`src/design/ese_pkg.sv`:
```
// Package for the encoder speed estimator: widths, register indexes, reset values.
// No dependencies.
package ese_pkg;

  localparam int ANGLE_BITS = 14;
  localparam int WORD_W     = 16;
  localparam int BYTE_W     = 8;
  localparam int ANGLE_W    = 14;
  localparam int SPEED_W    = 28;
  localparam int RPM_W      = 22;
  localparam int ALPHA_W    = 17;
  localparam int CFG_ADDR_W = 2;
  localparam int CFG_DATA_W = 22;

  localparam int DELTA_W = ANGLE_BITS + 1;
  localparam int DIFF_W  = ANGLE_BITS + 2;
  localparam int MUL_P_W = SPEED_W + RPM_W + 1;
  localparam int PROD_W  = 46;

  localparam int RAW_SHIFT  = 8;
  localparam int FILT_SHIFT = 16;

  localparam logic [RPM_W-1:0]   RPM_RESET   = RPM_W'(24000);
  localparam logic [ALPHA_W-1:0] ALPHA_RESET = ALPHA_W'(13107);
  localparam logic [ALPHA_W-1:0] ALPHA_ONE   = ALPHA_W'(65536);

  localparam logic [CFG_ADDR_W-1:0] CFG_IDX_RPM   = CFG_ADDR_W'(0);
  localparam logic [CFG_ADDR_W-1:0] CFG_IDX_ALPHA = CFG_ADDR_W'(1);

endpackage

```
`src/design/ese_if.sv`:
```
// Valid/ready channel interfaces for the encoder speed estimator.
// Depends on ese_pkg for field widths.
interface ese_in_if import ese_pkg::*; ();
  logic              valid;
  logic              ready;
  logic [BYTE_W-1:0] angle_high_byte;
  logic [BYTE_W-1:0] angle_low_byte;

  modport source (output valid, output angle_high_byte, output angle_low_byte, input ready);
  modport sink   (input valid, input angle_high_byte, input angle_low_byte, output ready);
endinterface

interface ese_out_if import ese_pkg::*; ();
  logic                      valid;
  logic                      ready;
  logic [ANGLE_W-1:0]        angle;
  logic signed [SPEED_W-1:0] raw_speed_q8;
  logic signed [SPEED_W-1:0] filtered_speed_q8;
  logic                      speed_valid;

  modport source (output valid, output angle, output raw_speed_q8,
                  output filtered_speed_q8, output speed_valid, input ready);
  modport sink   (input valid, input angle, input raw_speed_q8,
                  input filtered_speed_q8, input speed_valid, output ready);
endinterface

```
`src/design/encoder_speed_estimator.sv`:
```
// Encoder speed estimator top level: angle unwrap, rpm scaling and IIR low-pass.
// Depends on ese_pkg and the channel interfaces in ese_if.sv.
//
// A transaction on in_ch carries the two angle bytes of one encoder read. The
// block takes one transaction while idle, then steps through S_SPEED, S_OLD,
// S_NEW and S_SUM and delivers its result to the output register in S_SUM; it
// takes no new transaction until it is back in S_IDLE. The sequence of steps is
// set by the single 28x23 signed multiplier, used three times per transaction
// (speed scaling, old-speed weight, new-speed weight) followed by one sum and
// round. A result waiting on out_ch does not block the next input transaction;
// only the final step waits for a free output register. The first transaction
// after reset only records the angle and reports zero speed with speed_valid low.
// cfg_* writes are taken at any edge with cfg_we high; out-of-range indexes are
// ignored. Alpha above 65536 acts as 65536.
module encoder_speed_estimator import ese_pkg::*; (
  input  logic                  clk,
  input  logic                  rst_n,
  ese_in_if.sink                in_ch,
  ese_out_if.source             out_ch,
  input  logic                  cfg_we,
  input  logic [CFG_ADDR_W-1:0] cfg_addr,
  input  logic [CFG_DATA_W-1:0] cfg_wdata
);

  typedef enum logic [2:0] {S_IDLE, S_SPEED, S_OLD, S_NEW, S_SUM} state_t;

  localparam logic signed [DIFF_W-1:0] HALF_TURN = DIFF_W'(1 << (ANGLE_BITS - 1));
  localparam logic signed [DIFF_W-1:0] FULL_TURN = DIFF_W'(1 << ANGLE_BITS);
  localparam logic signed [PROD_W-1:0] RAW_HALF  = PROD_W'(1 << (RAW_SHIFT - 1));
  localparam logic signed [PROD_W-1:0] FILT_HALF = PROD_W'(1 << (FILT_SHIFT - 1));

  state_t                     state_r;
  logic [RPM_W-1:0]           rpm_r;
  logic [ALPHA_W-1:0]         alpha_r;
  logic [ANGLE_BITS-1:0]      prev_angle_r;
  logic                       awaiting_r;
  logic                       first_r;
  logic signed [DELTA_W-1:0]  delta_r;
  logic signed [PROD_W-1:0]   prod_r;
  logic signed [PROD_W-1:0]   acc_r;
  logic signed [SPEED_W-1:0]  raw_r;
  logic signed [SPEED_W-1:0]  filt_r;
  logic                       out_valid_r;
  logic [ANGLE_W-1:0]         out_angle_r;
  logic signed [SPEED_W-1:0]  out_raw_r;
  logic signed [SPEED_W-1:0]  out_filt_r;
  logic                       out_speed_valid_r;
  logic [ANGLE_W-1:0]         cur_angle_r;

  logic [WORD_W-1:0]          word;
  logic [ANGLE_BITS-1:0]      angle_in;
  logic signed [DIFF_W-1:0]   diff;
  logic signed [DIFF_W-1:0]   diff_wrap;
  logic [ALPHA_W-1:0]         alpha_eff;
  logic [ALPHA_W-1:0]         alpha_rest;
  logic signed [SPEED_W-1:0]  mul_a;
  logic [RPM_W-1:0]           mul_b;
  logic signed [MUL_P_W-1:0]  mul_p;
  logic signed [SPEED_W-1:0]  raw_nxt;
  logic signed [PROD_W-1:0]   filt_sum;
  logic signed [SPEED_W-1:0]  filt_nxt;
  logic                       in_fire;
  logic                       out_free;

  assign in_fire  = in_ch.valid && (state_r == S_IDLE);
  assign out_free = !out_valid_r || out_ch.ready;

  // Angle unwrap
  always_comb begin
    word     = {in_ch.angle_high_byte, in_ch.angle_low_byte};
    angle_in = word[WORD_W-1 -: ANGLE_BITS];
    diff     = $signed({2'b00, angle_in}) - $signed({2'b00, prev_angle_r});
    if (diff < -HALF_TURN) begin
      diff_wrap = diff + FULL_TURN;
    end else if (diff > HALF_TURN) begin
      diff_wrap = diff - FULL_TURN;
    end else begin
      diff_wrap = diff;
    end
  end

  // Shared multiplier
  always_comb begin
    alpha_eff  = (alpha_r > ALPHA_ONE) ? ALPHA_ONE : alpha_r;
    alpha_rest = ALPHA_ONE - alpha_eff;
    case (state_r)
      S_SPEED: begin
        mul_a = SPEED_W'(delta_r);
        mul_b = rpm_r;
      end
      S_NEW: begin
        mul_a = raw_r;
        mul_b = RPM_W'(alpha_eff);
      end
      default: begin
        mul_a = filt_r;
        mul_b = RPM_W'(alpha_rest);
      end
    endcase
    mul_p    = mul_a * $signed({1'b0, mul_b});
    raw_nxt  = SPEED_W'((prod_r + RAW_HALF) >>> RAW_SHIFT);
    filt_sum = acc_r + prod_r;
    filt_nxt = SPEED_W'(filt_sum >>> FILT_SHIFT);
  end

  always_ff @(posedge clk) begin
    if (!rst_n) begin
      state_r      <= S_IDLE;
      rpm_r        <= RPM_RESET;
      alpha_r      <= ALPHA_RESET;
      prev_angle_r <= '0;
      awaiting_r   <= 1'b1;
      filt_r       <= '0;
      out_valid_r  <= 1'b0;
    end else begin
      if (cfg_we) begin
        unique case (cfg_addr)
          CFG_IDX_RPM:   rpm_r   <= cfg_wdata[RPM_W-1:0];
          CFG_IDX_ALPHA: alpha_r <= cfg_wdata[ALPHA_W-1:0];
          default:       ;
        endcase
      end

      // S_SUM drives out_valid_r itself
      if (out_valid_r && out_ch.ready && (state_r != S_SUM)) begin
        out_valid_r <= 1'b0;
      end

      unique case (state_r)
        S_IDLE: begin
          if (in_fire) begin
            cur_angle_r  <= ANGLE_W'(angle_in);
            delta_r      <= DELTA_W'(diff_wrap);
            prev_angle_r <= angle_in;
            first_r      <= awaiting_r;
            awaiting_r   <= 1'b0;
            state_r      <= S_SPEED;
          end
        end
        S_SPEED: begin
          prod_r  <= PROD_W'(mul_p);
          state_r <= S_OLD;
        end
        S_OLD: begin
          raw_r   <= raw_nxt;
          prod_r  <= PROD_W'(mul_p);
          state_r <= S_NEW;
        end
        S_NEW: begin
          acc_r   <= prod_r + FILT_HALF;
          prod_r  <= PROD_W'(mul_p);
          state_r <= S_SUM;
        end
        S_SUM: begin
          if (out_free) begin
            out_valid_r       <= 1'b1;
            out_angle_r       <= cur_angle_r;
            out_speed_valid_r <= !first_r;
            if (first_r) begin
              filt_r     <= '0;
              out_raw_r  <= '0;
              out_filt_r <= '0;
            end else begin
              filt_r     <= filt_nxt;
              out_raw_r  <= raw_r;
              out_filt_r <= filt_nxt;
            end
            state_r <= S_IDLE;
          end
        end
        default: state_r <= S_IDLE;
      endcase
    end
  end

  assign in_ch.ready              = (state_r == S_IDLE);
  assign out_ch.valid             = out_valid_r;
  assign out_ch.angle             = out_angle_r;
  assign out_ch.raw_speed_q8      = out_raw_r;
  assign out_ch.filtered_speed_q8 = out_filt_r;
  assign out_ch.speed_valid       = out_speed_valid_r;

endmodule

```
`src/flat_wrapper.sv`:
```
// flat-port wrapper written by rule: the top's interface ports become plain ports
module encoder_speed_estimator_flat import ese_pkg::*;
  (clk, rst_n, cfg_we, cfg_addr, cfg_wdata, in_ch_valid, in_ch_angle_high_byte, in_ch_angle_low_byte, in_ch_ready, out_ch_valid, out_ch_angle, out_ch_raw_speed_q8, out_ch_filtered_speed_q8, out_ch_speed_valid, out_ch_ready);
  ese_in_if in_ch_i ();
  ese_out_if out_ch_i ();
  input  logic clk;
  input  logic rst_n;
  input  logic cfg_we;
  input  logic [CFG_ADDR_W-1:0] cfg_addr;
  input  logic [CFG_DATA_W-1:0] cfg_wdata;
  input wire logic [$bits(in_ch_i.valid)-1:0] in_ch_valid;
  input wire logic [$bits(in_ch_i.angle_high_byte)-1:0] in_ch_angle_high_byte;
  input wire logic [$bits(in_ch_i.angle_low_byte)-1:0] in_ch_angle_low_byte;
  output wire logic [$bits(in_ch_i.ready)-1:0] in_ch_ready;
  output wire logic [$bits(out_ch_i.valid)-1:0] out_ch_valid;
  output wire logic [$bits(out_ch_i.angle)-1:0] out_ch_angle;
  output wire logic [$bits(out_ch_i.raw_speed_q8)-1:0] out_ch_raw_speed_q8;
  output wire logic [$bits(out_ch_i.filtered_speed_q8)-1:0] out_ch_filtered_speed_q8;
  output wire logic [$bits(out_ch_i.speed_valid)-1:0] out_ch_speed_valid;
  input wire logic [$bits(out_ch_i.ready)-1:0] out_ch_ready;
  assign in_ch_i.valid = in_ch_valid;
  assign in_ch_i.angle_high_byte = in_ch_angle_high_byte;
  assign in_ch_i.angle_low_byte = in_ch_angle_low_byte;
  assign in_ch_ready = in_ch_i.ready;
  assign out_ch_valid = out_ch_i.valid;
  assign out_ch_angle = out_ch_i.angle;
  assign out_ch_raw_speed_q8 = out_ch_i.raw_speed_q8;
  assign out_ch_filtered_speed_q8 = out_ch_i.filtered_speed_q8;
  assign out_ch_speed_valid = out_ch_i.speed_valid;
  assign out_ch_i.ready = out_ch_ready;
  encoder_speed_estimator u_core (.clk(clk), .rst_n(rst_n), .in_ch(in_ch_i), .out_ch(out_ch_i), .cfg_we(cfg_we), .cfg_addr(cfg_addr), .cfg_wdata(cfg_wdata));
endmodule
```
`config.mk`:
```
export PLATFORM = sky130hd
export DESIGN_NAME = encoder_speed_estimator_flat
export DESIGN_NICKNAME = d
export VERILOG_FILES = /design/src/design/ese_pkg.sv /design/src/design/ese_if.sv /design/src/design/encoder_speed_estimator.sv /design/src/flat_wrapper.sv
export SDC_FILE = /design/constraint.sdc
export NUM_CORES = 2
export LEC_CHECK = 0
export BUFFER_PORTS_ARGS = -buffer_cell sky130_fd_sc_hd__buf_2
export CORE_ASPECT_RATIO = 1.1
export CORE_UTILIZATION = 35
export DETAILED_ROUTE_END_ITERATION = 8
export PLACE_DENSITY_LB_ADDON = 0.1
export SLEW_MARGIN = 20
export SYNTH_ARGS = -nofsm -noshare
export SYNTH_HDL_FRONTEND = slang
export SYNTH_SLANG_ARGS = --single-unit
export TNS_END_PERCENT = 100
```
`constraint.sdc`:
```
create_clock -name clk -period 26.2 [get_ports clk]
set_input_delay 2.62 -clock clk [delete_from_list [all_inputs] [get_ports clk]]
set_output_delay 2.62 -clock clk [all_outputs]
set_load 0.01 [all_outputs]
```
# After elaboration in Yosys (flattened, before gate mapping)
# Index checks and enable logic that the tools add are counted.
classes:
  eq_ne: 8
  n_mux: 12
  mul: 1
  reduce_logical: 19
  n_addsub: 7
  magnitude_cmp: 3
op_table:
  columns: ["operator", "n"]
  rows:
  - ["28-bit case mux with 2 select lines", 1]
  - ["44-bit by 17-bit adder with 44-bit output (second input constant)", 1]
  - ["44-bit adder", 1]
  - ["28-bit by 23-bit multiplier with 44-bit output", 1]
  - ["22-bit case mux with 2 select lines", 1]
  - ["36-bit by 9-bit adder with 36-bit output (second input constant)", 1]
  - ["15-bit 2-to-1 mux", 2]
  - ["28-bit 2-to-1 mux", 1]
  - ["17-bit > comparator (second input constant)", 1]
  - ["17-bit 2-to-1 mux", 1]
  - ["17-bit subtractor (first input constant)", 1]
  - ["2-bit AND reduction", 8]
  - ["15-bit adder (second input constant)", 1]
  - ["15-bit > comparator (second input constant)", 1]
  - ["15-bit by 14-bit < comparator with 1-bit output (second input constant)", 1]
  - ["3-bit case mux with 5 select lines", 1]
  - ["14-bit by 14-bit subtractor with 15-bit output", 1]
  - ["15-bit subtractor (second input constant)", 1]
  - ["3-bit by 2-bit == test with 1-bit output (second input constant)", 2]
  - ["3-bit 2-to-1 mux", 2]
  - ["3-bit AND reduction", 2]
  - ["2-bit by 1-bit inequality test with 1-bit output (second input constant)", 2]
  - ["3-bit by 1-bit == test with 1-bit output (second input constant)", 1]
  - ["3-bit == test (second input constant)", 1]
  - ["other kinds (9)", 14]
totals:
  word_cells: 67
  register_bits: 303
  out_inout_bits: 73

# Depth between registers and ports, before layout
depth:
  ltp_word: 5
  ltp_mapped: 39

# Worst setup path after synthesis
# Ideal clock, no wire load.
synth_timing:
  kind: "reg-to-reg"
  startpoint: "reg u_core.alpha_r[2]"
  endpoint: "reg u_core.prod_r[43], data pin"
  t_arrival_ns: 8.819
  synth_period_minus_slack_ns: 9.081
  required_ns: 25.938
  path_stages_with_launch: 38
  setup_slack_ns: 17.119
  path_cell_list: "dfxtp_1 > nor3_1 > nand4_1 > o41ai_2 > buf_2 > nand2_1 > ha_1 > clkbuf_1 > nand2_1 > nor3_1 > a21oi_1 > a221oi_1 > nor2_1 > clkbuf_1 > nor2_1 > fa_1 > inv_1 > fa_1 > [... 2 more ...] > inv_1 > fa_1 > inv_1 > fa_1 > fa_1 > inv_1 > fa_1 > inv_1 > ha_1 > a21oi_1 > o21ai_0 > a21oi_1 > o21a_4 > o21ai_2 > a41o_1 > a311o_1 > a221oi_2 > xnor2_1"
synth_between:
  elab_chain_cells: 5
synth_lines:
  columns: ["item", "line_no", "text"]
  rows:
  - ["from (decl)", "encoder_speed_estimator.sv:34", "logic [ALPHA_W-1:0] alpha_r;"]
  - ["from (signal assigned)", "encoder_speed_estimator.sv:119", "CFG_IDX_ALPHA: alpha_r <= cfg_wdata[ALPHA_W-1:0];"]
  - ["17-bit > comparator", "encoder_speed_estimator.sv:84", "alpha_eff = (alpha_r > ALPHA_ONE) ? ALPHA_ONE : alpha_r;"]
  - ["17-bit 2-to-1 mux *", "encoder_speed_estimator.sv:84", null]
  - ["17-bit subtractor", "encoder_speed_estimator.sv:85", "alpha_rest = ALPHA_ONE - alpha_eff;"]
  - ["22-bit case mux with 2 select lines *", "encoder_speed_estimator.sv:86", "case (state_r)"]
  - ["28-bit by 23-bit multiplier with 44-bit output *", "encoder_speed_estimator.sv:100", "mul_p = mul_a * $signed({1'b0, mul_b});"]
  - ["via u_core.mul_p[43]", "encoder_speed_estimator.sv:58", "logic signed [MUL_P_W-1:0] mul_p;"]
  - ["to (signal assigned)", "encoder_speed_estimator.sv:141", "prod_r <= PROD_W'(mul_p);"]
  - ["to (signal assigned)", "encoder_speed_estimator.sv:146", "prod_r <= PROD_W'(mul_p);"]
  - ["to (signal assigned)", "encoder_speed_estimator.sv:151", "prod_r <= PROD_W'(mul_p);"]
  - ["to (decl)", "encoder_speed_estimator.sv:39", "logic signed [PROD_W-1:0] prod_r;"]
# The timed path passes the listed nets; every way through them passes the cells marked *.
# A chain may end at the register's enable or synchronous reset.

# Worst setup path in the final report
layout_timing:
  startpoint: "reg u_core.alpha_r[2]"
  endpoint: "reg u_core.prod_r[41], data pin"
# Same word-level chain as after synthesis.

==> key figures <==
Setup path
  • Setup crit end kind: flop
  • Most used cell, CP: fa_1
  • Crit-path max FO: 14
  • Setup crit start kind: flop
  • Req. time, crit path: about 27,000 ps
  • Setup CP Type: reg -> reg
  • Slowest cell on crit path: or2_1
  • CP peak stage delay: 800 ps
  • Worst path arrival time: between 10,000 and 15,000 ps

Timing
  • RSZ-0062 raised after global routing: false
  • Post-layout min period: approximately 10,000 ps
  • Setup TNS: 0 ps
  • Worst slew margin: between 20% and 30%
  • Hold slack: around 420 ps
  • Max-slew violation count: 0
  • Final Worst Setup Slack: 15,880 ps
  • Hold Fails Final Rpt: 0
  • Slew @ Worst Pin: 1140 ps
  • Fin Clk Skew: roughly 26 ps
  • Final setup viols: 0
  • Tcrit/Tclk final: between 30 and 40%
  • FMAX: 96.9 MHz

Placement
  • HPWL Detailed: between 80,000 and 90,000 um
  • Count of buffers from port buffering: about 120
  • Post-Place Cells: slightly below 5,000
  • Dpl ws: between 15,000 and 20,000 ps
  • Placer congestion estimate: 0.845

Floorplan
  • # rows: 119
  • Core area: just under 0.1 sq mm
  • Initial core utilization: between 30% and 40%
  • Die area: 0.0985 sq mm
  • Die width: between 200 and 300 um
  • Die extent in y: ~330 um
  • I/O Pins: ~120

Routing
  • Vias per cell: about 5
  • Pre-Repair DR Iteration Count: 5
  • Initial detailed-routing violation count: around 1,400
  • Via count: 24,600
  • WL/cell: roughly 21 um
  • Antenna Violating Nets Remaining: 0
  • Drt total wl: 106,000 um
  • DRC violations left: 0

Logic synthesis
  • Yosys top cell area share: 33.5%
  • Synth top cells by count: inv_1, fa_1, nand2_1
  • Synth Area in XOR/XNOR: ~3.9%
  • Main flop type after synthesis: edfxtp_1
  • Synth area leader: fa_1
  • Cells after Synth: approximately 3,600
  • Avg Inst Size Synth: 9.52 sq um
  • Yosys cell types: 82
  • Syn_nets: 4,373
  • Seq/Total Area, Yosys: about 24%
  • Post-Synth Adder-Cell Area: about two fifths
  • Yosys reg bits: a little over 300
  • Post-synth ARST share: 0%
  • EDFF count, synth: about 220
  • Multiplexer area fraction after synthesis: less than 1%
  • Syn. warnings: 0
  • Top-count cell post-synth: inv_1
  • Top cells by area, synth: fa_1, edfxtp_1, inv_1, ha_1, nand2_1
  • Synth Cell Area: about 0.034 sq mm
  • Simple-gate portion of the synthesized area: 14.2%
  • Largest family of logic cells by synthesized area: adder cells
  • Synth Area in Compound Gates: around 8.3%

Power and ir drop
  • Net Sw Power: between 1 and 1.5 mW
  • Pwr/cell area: 82.7 mW/mm^2
  • Power share of the clock group: between 15 and 20%
  • Internal: between 1.5 and 2 mW
  • Leakage Power: approximately 16 nW
  • Combinational share of power: between 60% and 70%
  • VDD IR max: between 0.06 and 0.07 mV
  • Overall power: just over 3 mW
  • Switching part of the total: 47.0%
  • Seq pwr share: between 20% and 30%

Global routing
  • Grt ovf: 0
  • Initial antenna violation count: 3
  • First-pass GRT wire length: 164,000 um
  • Grt met3 use: approximately 1.7%
  • GR Util met1: ~29%
  • GR Util All Layers: 22.2%
  • Met2 Use GR: between 30 and 40%
  • Vias in the first global route: ~26,000
  • Busiest grt layer: met2
  • Largest net degree at the start of global routing: just over 70

Clocking
  • Gates resized, CTS repair: 0
  • Clk sinks: 303
  • Clock Latency Late Sink: around 560 ps
  • TritonCTS clock tree: done
  • H-tree depth: 2
  • Clock Pin Slew Worst Setup and Hold Paths: around 60 ps
  • Inserted Clock Buffers: 35
  • Hold Buf Count CTS: 0
  • Max Buffers Root-to-Sink: 3
  • CTS root buf: clkbuf_16
  • Post-CTS setup buffers: 0

Run
  • Max cap viols: 0

Finish
  • Area grow syn2layout: 10.2%
  • Antenna cell count: 0
  • Net count reported at finish: roughly 4,500
  • Layout cell share with drive strength beyond 1: under 10%
  • Post-route insts no fill: between 4,000 and 5,000

Status
  • Status: finished clean

Worst hold path
  • Hold Path Class: reg -> reg
logic make-up after synthesis:
group / count (synthesis)
flip-flops: 303
XOR/XNOR: 150
adder cells (fa/ha/maj): 752
AND/OR/NAND/NOR: 1141
buffers and inverters: 788
AO/OA/AOI/OAI: 425
multiplexers: 17
registers in the layout, summed over array words and instances, names as in the netlist:
name,cells
u_core.acc_r,44
u_core.prod_r,44
u_core.filt_r,28
u_core.out_ch.filtered_speed_q8,28
u_core.out_ch.raw_speed_q8,28
u_core.raw_r,28
u_core.rpm_r,22
u_core.alpha_r,17
u_core.delta_r,15
u_core.cur_angle_r,14
u_core.out_ch.angle,14
u_core.prev_angle_r,14
u_core.state_r,3
u_core.awaiting_r,1
u_core.first_r,1
u_core.out_ch.speed_valid,1
u_core.out_ch.valid,1
through the flow:
stage	cell area, sq um	util, %
global placement	36400	37.9
detailed placement	36400	37.9
CTS	37500	39.0
global route	37500	39.1
floorplan	34000	-
finish	37500	39.1
placed cells by master (no fill, tap or decap), types with 39 or more instances in the layout:
cell	netlist	routed
xnor2_1	102	102
a21o_1	40	39
dfxtp_1	86	85
nand2_1	478	478
o21ai_1	51	46
inv_1	646	645
o21a_1	41	41
a21oi_1	89	87
a21boi_0	42	42
ha_1	183	183
edfxtp_1	217	217
nor2_1	430	428
nand3_1	46	46
buf_2	4	115
o21ai_0	49	42
nor2b_1	46	46
buf_4	0	78
fa_1	569	569
xor2_1	48	48
metal layers:
metal	vias up	share of wire (%)	wire length [um]
li1	11400	-	-
met1	12600	44	46300
met2	521	50	53600
met3	100	3.7	3930
met4	0	2.4	2560
met5	-	0	0
layout make-up:
class	count	area [sq um]
Multi-Input combinational cell	2485	23000
Clock inverter	14	133
Tap cell	1270	1590
Timing Repair Buffer	193	1160
Inverter	648	2430
Sequential cell	303	8240
Fill cell	9771	58500
Clock buffer	48	986
critical path, delay by kind of cell, from the launching register on:
kind	cells	cell delay, ps
flops	1	390
simple gates	8	2310
fa+ha+maj	9	4280
buf+inv	4	430
compound gates	10	2730
worst paths after layout:
check / from / slack (ps) / end / depth (start not counted)
setup / recovery: u_core.alpha_r[2] / 15880 / u_core.prod_r[41] / 31
hold / removal: u_core.cur_angle_r[4] / 420 / u_core.out_ch.angle[4] / 0
setup reg to reg: u_core.alpha_r[2] / 15880 / u_core.prod_r[41] / 31
hold reg to reg: u_core.cur_angle_r[4] / 420 / u_core.out_ch.angle[4] / 0
power by group through the flow:
stage | clock network, mW | registers (mW) | logic, mW
3_5_place_dp | 0 | 0.718 | 1.92
6_report | 0.488 | 0.708 | 1.91
2_1_floorplan | 0 | 0.679 | 1.34
3_3_place_gp | 0 | 0.717 | 1.92
5_1_grt | 0.517 | 0.712 | 2.14
4_1_cts | 0.503 | 0.707 | 1.93
Note: power is estimated with default switching activity, not from simulation.
